===== config.mk =====
export PLATFORM = sky130hd
export DESIGN_NAME = next_fit_id_allocator
export DESIGN_NICKNAME = d
export VERILOG_FILES = /design/src/design/nfa_pkg.sv /design/src/design/next_fit_id_allocator.sv /design/src/design/nfa_ctrl.sv /design/src/design/nfa_datapath.sv
export SDC_FILE = /design/constraint.sdc
export NUM_CORES = 2
export LEC_CHECK = 0
export BUFFER_PORTS_ARGS = -buffer_cell sky130_fd_sc_hd__buf_2
export CORE_ASPECT_RATIO = 1.25
export CORE_UTILIZATION = 66
export CTS_BUF_LIST = sky130_fd_sc_hd__clkbuf_4
export DETAILED_ROUTE_END_ITERATION = 10
export PLACE_DENSITY = 0.85
export SLEW_MARGIN = 5
export SYNTH_ARGS = -nofsm -noshare
export SYNTH_HDL_FRONTEND = slang
export SYNTH_SLANG_ARGS = --single-unit

===== constraint.sdc =====
create_clock -name clk -period 7.35 [get_ports clk]
set_input_delay 1.1025 -clock clk [delete_from_list [all_inputs] [get_ports clk]]
set_output_delay 1.1025 -clock clk [all_outputs]
set_load 0.01 [all_outputs]

===== src/design/nfa_pkg.sv =====
// shared types and constants of the next-fit id allocator
package nfa_pkg;

	localparam int ID_W         = 11;
	localparam int STATUS_W     = 2;
	localparam int DEF_CAPACITY = 1024;
	localparam int WORD_W       = 32;
	localparam int BIT_W        = 5;

	localparam logic [ID_W-1:0] ACTIVE_SIZE_RST = 11'd1024;

	localparam logic KIND_ALLOC = 1'b0;
	localparam logic KIND_FREE  = 1'b1;

	localparam logic [STATUS_W-1:0] STATUS_OK    = 2'd0;
	localparam logic [STATUS_W-1:0] STATUS_FULL  = 2'd1;
	localparam logic [STATUS_W-1:0] STATUS_RANGE = 2'd2;

	typedef struct packed {
		logic clear_step;
		logic accept;
		logic mod_start;
		logic scan_start;
		logic scan_step;
		logic grant;
		logic set_full;
		logic free_rd;
		logic free_wr;
		logic out_load;
	} nfa_cmd_t;

	typedef struct packed {
		logic clear_done;
		logic req_free;
		logic early_out;
		logic div_busy;
		logic hit;
		logic scan_miss;
	} nfa_sts_t;

endpackage


===== src/design/next_fit_id_allocator.sv =====
// top level of the next-fit id allocator: controller, datapath and config register port
// allocate: after the transfer a restoring modulo pass runs when the search start is at or
//   past the size, then w bitmap words are read and searched, w from 1 to words + 1, and the
//   result is registered; free: the word is read, then written; rejected: no bitmap access
// one request at a time, the next transfer is taken the cycle after the result is registered
// reset clears all ceil(CAPACITY/32) bitmap words (32 at 1024 ids) with one word written per
//   cycle, in_ready stays low during that pass; active size resets to 1024
module next_fit_id_allocator #(
	parameter int CAPACITY = nfa_pkg::DEF_CAPACITY
) (
	input  logic                          clk,
	input  logic                          arst_n,
	// request channel
	input  logic                          in_valid,
	output logic                          in_ready,
	input  logic                          kind,
	input  logic [nfa_pkg::ID_W-1:0]      id,
	// result channel
	output logic                          out_valid,
	input  logic                          out_ready,
	output logic [nfa_pkg::ID_W-1:0]      granted_id,
	output logic [nfa_pkg::STATUS_W-1:0]  status,
	// active size register write
	input  logic                          cfg_we,
	input  logic [nfa_pkg::ID_W-1:0]      cfg_wdata
);
	import nfa_pkg::*;

	// command and status between the state machine and the datapath
	nfa_cmd_t cmd;
	nfa_sts_t sts;

	// sequencer: clearing pass, request decode, scan loop, result hand-off
	nfa_ctrl u_ctrl (
		.clk       (clk),
		.arst_n    (arst_n),
		.in_valid  (in_valid),
		.in_ready  (in_ready),
		.out_valid (out_valid),
		.out_ready (out_ready),
		.sts       (sts),
		.cmd       (cmd)
	);

	// bitmap words, next-fit cursor, modulo unit and result registers
	nfa_datapath #(
		.CAPACITY (CAPACITY)
	) u_datapath (
		.clk        (clk),
		.arst_n     (arst_n),
		.cmd        (cmd),
		.sts        (sts),
		.kind       (kind),
		.id         (id),
		.cfg_we     (cfg_we),
		.cfg_wdata  (cfg_wdata),
		.granted_id (granted_id),
		.status     (status)
	);

endmodule


===== src/design/nfa_ctrl.sv =====
// controller state machine of the next-fit id allocator
module nfa_ctrl (
	input  logic              clk,
	input  logic              arst_n,
	input  logic              in_valid,
	output logic              in_ready,
	output logic              out_valid,
	input  logic              out_ready,
	input  nfa_pkg::nfa_sts_t sts,
	output nfa_pkg::nfa_cmd_t cmd
);
	import nfa_pkg::*;

	localparam logic [2:0] ST_CLEAR   = 3'd0;
	localparam logic [2:0] ST_IDLE    = 3'd1;
	localparam logic [2:0] ST_MOD     = 3'd2;
	localparam logic [2:0] ST_SCAN    = 3'd3;
	localparam logic [2:0] ST_FREE_RD = 3'd4;
	localparam logic [2:0] ST_FREE_WR = 3'd5;
	localparam logic [2:0] ST_RESP    = 3'd6;

	logic [2:0] state_q;
	logic [2:0] state_nx;
	logic       out_valid_q;

	always_comb begin
		cmd      = '0;
		state_nx = state_q;
		in_ready = 1'b0;
		unique case (state_q)
			ST_CLEAR: begin
				cmd.clear_step = 1'b1;
				if (sts.clear_done) begin
					state_nx = ST_IDLE;
				end
			end
			ST_IDLE: begin
				in_ready = 1'b1;
				if (in_valid) begin
					cmd.accept = 1'b1;
					if (sts.early_out) begin
						state_nx = ST_RESP;
					end else if (sts.req_free) begin
						state_nx = ST_FREE_RD;
					end else begin
						cmd.mod_start = 1'b1;
						state_nx      = ST_MOD;
					end
				end
			end
			ST_MOD: begin
				if (!sts.div_busy) begin
					cmd.scan_start = 1'b1;
					state_nx       = ST_SCAN;
				end
			end
			ST_SCAN: begin
				if (sts.hit) begin
					cmd.grant = 1'b1;
					state_nx  = ST_RESP;
				end else if (sts.scan_miss) begin
					cmd.set_full = 1'b1;
					state_nx     = ST_RESP;
				end else begin
					cmd.scan_step = 1'b1;
				end
			end
			ST_FREE_RD: begin
				cmd.free_rd = 1'b1;
				state_nx    = ST_FREE_WR;
			end
			ST_FREE_WR: begin
				cmd.free_wr = 1'b1;
				state_nx    = ST_RESP;
			end
			ST_RESP: begin
				if (!out_valid_q || out_ready) begin
					cmd.out_load = 1'b1;
					state_nx     = ST_IDLE;
				end
			end
			default: begin
				state_nx = ST_IDLE;
			end
		endcase
	end

	always_ff @(posedge clk or negedge arst_n) begin
		if (!arst_n) begin
			state_q     <= ST_CLEAR;
			out_valid_q <= 1'b0;
		end else begin
			state_q <= state_nx;
			if (cmd.out_load) begin
				out_valid_q <= 1'b1;
			end else if (out_ready) begin
				out_valid_q <= 1'b0;
			end
		end
	end

	assign out_valid = out_valid_q;

endmodule


===== src/design/nfa_datapath.sv =====
// bitmap store, search datapath and result registers of the id allocator
module nfa_datapath #(
	parameter int CAPACITY = nfa_pkg::DEF_CAPACITY
) (
	input  logic                          clk,
	input  logic                          arst_n,
	input  nfa_pkg::nfa_cmd_t             cmd,
	output nfa_pkg::nfa_sts_t             sts,
	input  logic                          kind,
	input  logic [nfa_pkg::ID_W-1:0]      id,
	input  logic                          cfg_we,
	input  logic [nfa_pkg::ID_W-1:0]      cfg_wdata,
	output logic [nfa_pkg::ID_W-1:0]      granted_id,
	output logic [nfa_pkg::STATUS_W-1:0]  status
);
	import nfa_pkg::*;

	localparam int NWORDS  = (CAPACITY + WORD_W - 1) / WORD_W;
	localparam int WADDR_W = (NWORDS > 1) ? $clog2(NWORDS) : 1;
	localparam int IDX_W   = WADDR_W + BIT_W;
	localparam int CMP_W   = (IDX_W + 1 > ID_W) ? IDX_W + 1 : ID_W;
	localparam int CNT_W   = $clog2(IDX_W);
	localparam int HW_W    = CMP_W - BIT_W;

	// bitmap store, one row per word
	logic [WORD_W-1:0]   mem_q [NWORDS];
	logic [WORD_W-1:0]   rdata_s1;

	logic [ID_W-1:0]     active_size_q;
	logic [CMP_W-1:0]    size;
	logic [CMP_W-1:0]    size_m1;
	logic [WADDR_W-1:0]  clr_q;

	logic [IDX_W-1:0]    ss_q;
	logic [IDX_W-1:0]    from_q;
	logic [CMP_W-1:0]    rem_q;
	logic [CNT_W-1:0]    cnt_q;
	logic                div_busy_q;
	logic [CMP_W:0]      div_t;
	logic [CMP_W:0]      div_sub;
	logic [CMP_W-1:0]    rem_nx;

	logic [WADDR_W-1:0]  rd_w_q;
	logic                rd_p_q;
	logic                iss_q;
	logic                rd_last;
	logic                rd_fire;
	logic                rd_en;
	logic [WADDR_W-1:0]  rd_addr;
	logic [WADDR_W-1:0]  from_w;
	logic [WADDR_W-1:0]  last_w;

	logic                ev_v_s1;
	logic [WADDR_W-1:0]  ev_w_s1;
	logic                ev_p_s1;
	logic                ev_last_s1;

	logic [IDX_W-1:0]    lo;
	logic [CMP_W-1:0]    hi;
	logic [WADDR_W-1:0]  lo_w;
	logic [BIT_W-1:0]    lo_b;
	logic [HW_W-1:0]     hi_w;
	logic [BIT_W-1:0]    hi_b;
	logic [HW_W-1:0]     ev_w_ext;
	logic [WORD_W-1:0]   ge_mask;
	logic [WORD_W-1:0]   lt_mask;
	logic [WORD_W-1:0]   cand;
	logic                hit;
	logic [BIT_W-1:0]    enc_b;
	logic [WORD_W-1:0]   set_onehot;
	logic [IDX_W-1:0]    pos;
	logic [IDX_W:0]      pos1;

	logic [ID_W-1:0]     id_q;
	logic [CMP_W-1:0]    id_m1;
	logic [WADDR_W-1:0]  fr_w;
	logic [WORD_W-1:0]   fr_onehot;

	logic [STATUS_W-1:0] early_st;
	logic [ID_W-1:0]     res_id_q;
	logic [STATUS_W-1:0] res_st_q;
	logic [ID_W-1:0]     granted_id_q;
	logic [STATUS_W-1:0] status_q;

	// active size clamped to capacity
	always_comb begin
		if (CMP_W'(active_size_q) > CMP_W'(CAPACITY)) begin
			size = CMP_W'(CAPACITY);
		end else begin
			size = CMP_W'(active_size_q);
		end
	end

	assign size_m1 = size - CMP_W'(1);
	assign last_w  = size_m1[IDX_W-1:BIT_W];
	assign from_w  = from_q[IDX_W-1:BIT_W];

	// request check at accept
	always_comb begin
		if (kind == KIND_ALLOC) begin
			early_st = (size == '0) ? STATUS_FULL : STATUS_OK;
		end else if (id == '0 || CMP_W'(id) > size) begin
			early_st = STATUS_RANGE;
		end else begin
			early_st = STATUS_OK;
		end
	end

	// restoring remainder step for search start modulo size
	assign div_t   = {rem_q, ss_q[cnt_q]};
	assign div_sub = div_t - {1'b0, size};
	assign rem_nx  = (div_t >= {1'b0, size}) ? div_sub[CMP_W-1:0] : div_t[CMP_W-1:0];

	// scan cursor: wraps from last word to word 0, ends on the start word; a scan from slot 0 ends on the last word
	assign rd_last = rd_p_q ? (rd_w_q == from_w) : ((rd_w_q == last_w) && (from_q == '0));
	assign rd_fire = cmd.scan_step && iss_q;
	assign rd_en   = rd_fire || cmd.free_rd;

	assign id_m1     = CMP_W'(id_q) - CMP_W'(1);
	assign fr_w      = id_m1[IDX_W-1:BIT_W];
	assign fr_onehot = WORD_W'(1) << id_m1[BIT_W-1:0];
	assign rd_addr   = cmd.free_rd ? fr_w : rd_w_q;

	// window of slots searched in the word under evaluation
	always_comb begin
		if (ev_p_s1) begin
			lo = '0;
			hi = CMP_W'(from_q);
		end else begin
			lo = from_q;
			hi = size;
		end
	end

	assign lo_w     = lo[IDX_W-1:BIT_W];
	assign lo_b     = lo[BIT_W-1:0];
	assign hi_w     = hi[CMP_W-1:BIT_W];
	assign hi_b     = hi[BIT_W-1:0];
	assign ev_w_ext = HW_W'(ev_w_s1);

	always_comb begin
		if (ev_w_s1 > lo_w) begin
			ge_mask = '1;
		end else if (ev_w_s1 == lo_w) begin
			ge_mask = {WORD_W{1'b1}} << lo_b;
		end else begin
			ge_mask = '0;
		end
		if (ev_w_ext < hi_w) begin
			lt_mask = '1;
		end else if (ev_w_ext == hi_w) begin
			lt_mask = ~({WORD_W{1'b1}} << hi_b);
		end else begin
			lt_mask = '0;
		end
	end

	assign cand = ~rdata_s1 & ge_mask & lt_mask;
	assign hit  = ev_v_s1 && (cand != '0);

	// lowest clear slot in the window
	always_comb begin
		enc_b = '0;
		for (int i = WORD_W - 1; i >= 0; i--) begin
			if (cand[i]) begin
				enc_b = BIT_W'(i);
			end
		end
	end

	assign set_onehot = WORD_W'(1) << enc_b;
	assign pos        = {ev_w_s1, enc_b};
	assign pos1       = (IDX_W + 1)'(pos) + (IDX_W + 1)'(1);

	// bitmap store
	always_ff @(posedge clk) begin
		if (cmd.clear_step) begin
			mem_q[clr_q] <= '0;
		end else if (cmd.grant) begin
			mem_q[ev_w_s1] <= rdata_s1 | set_onehot;
		end else if (cmd.free_wr) begin
			mem_q[fr_w] <= rdata_s1 & ~fr_onehot;
		end
		if (rd_en) begin
			rdata_s1 <= mem_q[rd_addr];
		end
	end

	always_ff @(posedge clk or negedge arst_n) begin
		if (!arst_n) begin
			active_size_q <= ACTIVE_SIZE_RST;
			clr_q         <= '0;
			ss_q          <= '0;
			div_busy_q    <= 1'b0;
			iss_q         <= 1'b0;
			ev_v_s1       <= 1'b0;
		end else begin
			if (cfg_we) begin
				active_size_q <= cfg_wdata;
			end
			if (cmd.clear_step) begin
				clr_q <= clr_q + WADDR_W'(1);
			end
			if (cmd.grant) begin
				ss_q <= (pos1 >= (IDX_W + 1)'(CAPACITY)) ? '0 : pos1[IDX_W-1:0];
			end
			if (cmd.mod_start) begin
				div_busy_q <= (CMP_W'(ss_q) >= size);
			end else if (div_busy_q && cnt_q == '0) begin
				div_busy_q <= 1'b0;
			end
			if (cmd.scan_start) begin
				iss_q <= 1'b1;
			end else if (rd_fire && rd_last) begin
				iss_q <= 1'b0;
			end
			ev_v_s1 <= rd_fire;
		end
	end

	always_ff @(posedge clk) begin
		if (cmd.mod_start) begin
			from_q <= ss_q;
			rem_q  <= '0;
			cnt_q  <= CNT_W'(IDX_W - 1);
		end else if (div_busy_q) begin
			rem_q <= rem_nx;
			cnt_q <= cnt_q - CNT_W'(1);
			if (cnt_q == '0) begin
				from_q <= rem_nx[IDX_W-1:0];
			end
		end
		if (cmd.scan_start) begin
			rd_w_q <= from_w;
			rd_p_q <= 1'b0;
		end else if (rd_fire) begin
			if (!rd_p_q && rd_w_q == last_w) begin
				rd_w_q <= '0;
				rd_p_q <= 1'b1;
			end else begin
				rd_w_q <= rd_w_q + WADDR_W'(1);
			end
		end
		ev_w_s1    <= rd_w_q;
		ev_p_s1    <= rd_p_q;
		ev_last_s1 <= rd_last;
		if (cmd.accept) begin
			id_q     <= id;
			res_id_q <= '0;
			res_st_q <= early_st;
		end
		if (cmd.grant) begin
			res_id_q <= ID_W'(pos1);
		end
		if (cmd.set_full) begin
			res_st_q <= STATUS_FULL;
		end
		if (cmd.out_load) begin
			granted_id_q <= res_id_q;
			status_q     <= res_st_q;
		end
	end

	always_comb begin
		sts            = '0;
		sts.clear_done = (clr_q == WADDR_W'(NWORDS - 1));
		sts.req_free   = (kind == KIND_FREE);
		sts.early_out  = (early_st != STATUS_OK);
		sts.div_busy   = div_busy_q;
		sts.hit        = hit;
		sts.scan_miss  = ev_v_s1 && ev_last_s1 && !hit;
	end

	assign granted_id = granted_id_q;
	assign status     = status_q;

endmodule


==> impl_metrics.csv <==
group,metric,value,unit
sta,fin_crit_sh,97.2,%
synthesis,synth_xor_area_share,0.447,%
sta,final_slew_violations,0,
clock_tree,h-tree-depth,5,
critical_path,critical_path.startpoint_type,"register",
synthesis,netlist.top_cell.by_area,"sky130_fd_sc_hd__edfxtp_1",
synthesis,synth_sequential_area_ratio,70.5,%
place,postPlaceCellArea,51700,um^2
final_layout,finalInstanceArea,55000,um^2
hold_path,holdCritPathClass,"in -> async",
power_and_ir_drop,sequentialPowerShare,36.5,%
sta,worst_slew_slack_as_a_fraction_of_its_limit,20.8,%
synthesis,post_synth_instance_area,49000,um^2
die,fp-row-count,111,
drt,route.antenna.remaining_nets,0,
clock_tree,post_cts_buffers,0,
drt,drc_errors,0,
synthesis,dominant_combinational_cell_family_by_area_after_synthesis,"multiplexers",
global_routing,grt_pass1_vias,30400,
clock_tree,ctsHoldBuffers,0,
power_and_ir_drop,design_power_total,25.1,mW
synthesis,synth_enable_flop_cells,1105,
final_layout,final_net_count,3199,
final_layout,post_route_cells_drive_above_1_share,30.9,%
die,start_util,66.8,%
drt,wirelength,139000,um
synthesis,post_synthesis_mux_area_share,15.2,%
place,preCtsSetupSlack,0.475,ns
synthesis,synth_simple_gate_area_share,4.60,%
sta,fin_setup_tns,0,ns
die,core_region_area,73300,um^2
clock_tree,cts_root_buffer,"sky130_fd_sc_hd__clkbuf_4",
sta,skew,0.0863,ns
synthesis,syn-num-nets,2884,
global_routing,grt_pass1_wl,199000,um
sta,max_freq,140,MHz
critical_path,arrival,7.92,ns
critical_path,critical_path_buf_inv_count,4,
clock_tree,postCtsResizedCells,0,
final_layout,number_of_fill_cells,3987,
die,chipHeight,307,um
place,place_hpwl,86500,um
final_layout,layout-area-overhead-vs-synth,12.4,%
critical_path,end_kind,"register",
synthesis,synth_warnings,0,
die,io_pins,43,
global_routing,grt_antenna_before_repair,4,
synthesis,synthArstFlopShare,2.84,%
power_and_ir_drop,p_clk_share,20.0,%
synthesis,synth_fa_ha_area_share,1.40,%
drt,dr.pass1.iters,6,
sta,setup_repair_after_global_routing_missed_its_margin,"false",
drt,drt_iter0_markers,3826,
status,outcome,"finished, final reports clean",
power_and_ir_drop,p_leak,18.6,nW
critical_path,cp_cell_sequence,"clkinv_1 -> nand2_1 -> nor2_1 -> a21oi_1 -> ha_1 -> nand3_1 -> a2111oi_4 -> buf_4 -> a211oi_1 -> a211oi_1 -> a221o_1 -> nand3b_1 -> o41ai_4 -> buf_4 -> mux2i_1 -> mux2i_1 -> nand3_1 -> nor2_4 -> buf_12",
critical_path,crit_path_max_fanout,25,
critical_path,cp_top_family,"compound AO/OA/AOI/OAI gates",
place,place_congestion,1.05,
power_and_ir_drop,p_per_cell_area,455,nW/um^2
synthesis,netlist_instances,2802,
die,dieArea,75300,um^2
clock_tree,cts-root-to-sink-buffers,4,
power_and_ir_drop,ir_drop,323,uV
global_routing,globalRouteTotalUtil,37.4,%
synthesis,synth_compound_area_share,6.38,%
synthesis,synth.avg_cell_area,17.5,um^2
clock_tree,worst_setup_hold_path_clk_slew,0.07,ns
critical_path,slowest_stage,"sky130_fd_sc_hd__a211oi_1",
critical_path,critical_path.max_stage_delay,0.98,ns
job,max_cap_viol_count,0,
power_and_ir_drop,power.combinational.fraction,43.4,%
synthesis,synth_area_leaders,"sky130_fd_sc_hd__edfxtp_1 (68%), sky130_fd_sc_hd__mux4_2 (12%), sky130_fd_sc_hd__mux2_2 (1.8%)",
synthesis,synth_flop_cell,"sky130_fd_sc_hd__edfxtp_1",
drt,avgRoutedWirePerCell,32.7,um
global_routing,grt_max_degree,129,
sta,final_hold_vio_count,0,
die,fp.dieW,246,um
clock_tree,numCtsBuffers,288,
synthesis,synth_top_area_share,67.8,%
critical_path,path_class,"reg -> reg",
critical_path,data_required_time_of_the_worst_path,8.13,ns
power_and_ir_drop,switching_share_of_power,39.7,%
sta,fin_crit_period,7.14,ns
power_and_ir_drop,power.switching,9.94,mW
synthesis,ys_top_cells_by_count,"sky130_fd_sc_hd__edfxtp_1 (1,105), sky130_fd_sc_hd__mux4_2 (258), sky130_fd_sc_hd__o21ai_0 (166)",
clock_tree,cts_num_sinks,1163,
synthesis,yosys_register_bits,1163,
global_routing,overflow,0,
sta,timing.final.setup_violations,0,
synthesis,ys_types,88,
synthesis,synth.most_common_cell,"sky130_fd_sc_hd__edfxtp_1",
place,buffers_on_ports,42,
drt,vias_per_cell,7.10,
drt,vias,30200,
sta,worst-slew-pin-transition,1.18,ns
sta,finalWorstSetupSlack,0.208,ns
power_and_ir_drop,internal_power,15.1,mW
clock_tree,clk_latency,1.16,ns
clock_tree,cts_tree,"built",
per-stage QoR:
stage                     hold WS (ns)  utilization [%]  std cells
after global routing             0.107             75.0       4257
after CTS                       0.0329             75.0       4256
final                           0.0953             75.0       4258
after detailed placement         0.385             70.5       3787
after floorplan                  0.346                -       2802
after global placement           0.386             70.5       3787
power groups by stage:
stage / Sequential, mW / Combinational (mW) / Clock [mW]
finish: 9.15 / 10.9 / 5.02
global route: 9.16 / 11.4 / 5.40
CTS: 9.10 / 10.6 / 5.07
detailed placement: 9.24 / 10.5 / 0
global placement: 9.19 / 10.2 / 0
floorplan: 8.93 / 6.78 / 0
flip-flops by register name (all words and copies together) (netlist names):
signal / cells
u_datapath.rd_p_q: 1
u_datapath.id_q: 10
u_datapath.rdata_s1: 32
u_datapath.ev_w_s1: 5
u_datapath.from_q: 10
u_datapath.iss_q: 1
u_datapath.res_st_q: 2
u_datapath.active_size_q: 11
u_ctrl.state_q: 3
u_datapath.clr_q: 5
u_datapath.granted_id: 11
u_datapath.rd_w_q: 5
u_datapath.cnt_q: 4
u_datapath.ev_v_s1: 1
u_datapath.ss_q: 10
u_datapath.res_id_q: 11
u_datapath.mem_q: 1024
u_datapath.div_busy_q: 1
u_datapath.status: 2
u_datapath.rem_q: 11
u_ctrl.out_valid: 1
u_datapath.ev_p_s1: 1
u_datapath.ev_last_s1: 1
kinds of logic (layout without fill, tap and decap cells):
logic type | after synthesis | after routing
adders and majority gates | 54 | 54
muxes | 410 | 410
buffers and inverters | 181 | 675
xor gates and xnor gates | 25 | 25
DFF | 1163 | 1163
and+or+nand+nor | 470 | 470
AOI/OAI and AO/OA | 499 | 499
other | 0 | 2
path summary, 6_finish.rpt:
path,startpoint,end,slack (ns),cells past startpoint
worst max-delay path,u_datapath.active_size_q[10],u_datapath.mem_q[31][31],0.21,19
worst min-delay path,arst_n,u_datapath.ss_q[4],0.1,1
min in group clk,cfg_wdata[4],u_datapath.active_size_q[4],0.23,2
max in group asynchronous,arst_n,u_datapath.ss_q[1],6.66,1
worst min register to register,u_datapath.res_id_q[7],u_datapath.granted_id[7],0.40,0
worst max register to register,u_datapath.active_size_q[10],u_datapath.mem_q[31][31],0.21,19
metal layers:
layer,wire length [um],track usage [%]
met5,27,0
met3,15100,8.81
met2,67500,59.7
met1,44600,44.8
met4,12000,27.4
cell type report:
| cell class | count | area [um^2] | share of cell area, % |
|---|---|---|---|
| flip-flops and latches | 1163 | 34500 | 62.7 |
| diodes | 2 | 5.00 | 0.00910 |
| inverters | 34 | 128 | 0.232 |
| clock inverters | 81 | 369 | 0.671 |
| well taps | 960 | 1200 | 2.18 |
| clock buffers | 388 | 2910 | 5.29 |
| multi-input cells | 1458 | 14100 | 25.7 |
| repair buffers | 172 | 1750 | 3.18 |
layout by cell type (no fill, tap or decap), types with 22 or more instances in the layout:
cell type	synthesis	layout
sky130_fd_sc_hd__nand3_1	29	29
sky130_fd_sc_hd__buf_2	37	42
sky130_fd_sc_hd__a21oi_1	136	103
sky130_fd_sc_hd__nor2_4	0	32
sky130_fd_sc_hd__mux2_2	78	78
sky130_fd_sc_hd__nand2_1	157	157
sky130_fd_sc_hd__dfxtp_1	25	25
sky130_fd_sc_hd__mux4_2	258	258
sky130_fd_sc_hd__dfrtp_1	32	32
sky130_fd_sc_hd__mux2i_1	74	74
sky130_fd_sc_hd__o21ai_0	166	165
sky130_fd_sc_hd__buf_4	2	85
sky130_fd_sc_hd__nor2_1	131	99
sky130_fd_sc_hd__ha_1	53	53
sky130_fd_sc_hd__edfxtp_1	1105	1105
sky130_fd_sc_hd__buf_12	0	45
sky130_fd_sc_hd__clkinv_1	1	65
sky130_fd_sc_hd__inv_1	33	33
sky130_fd_sc_hd__a21oi_2	0	29
sky130_fd_sc_hd__o211ai_1	37	37
sky130_fd_sc_hd__clkbuf_4	0	388
sky130_fd_sc_hd__nor3_1	25	22
No activity file was read; power rests on OpenSTA's default activity.
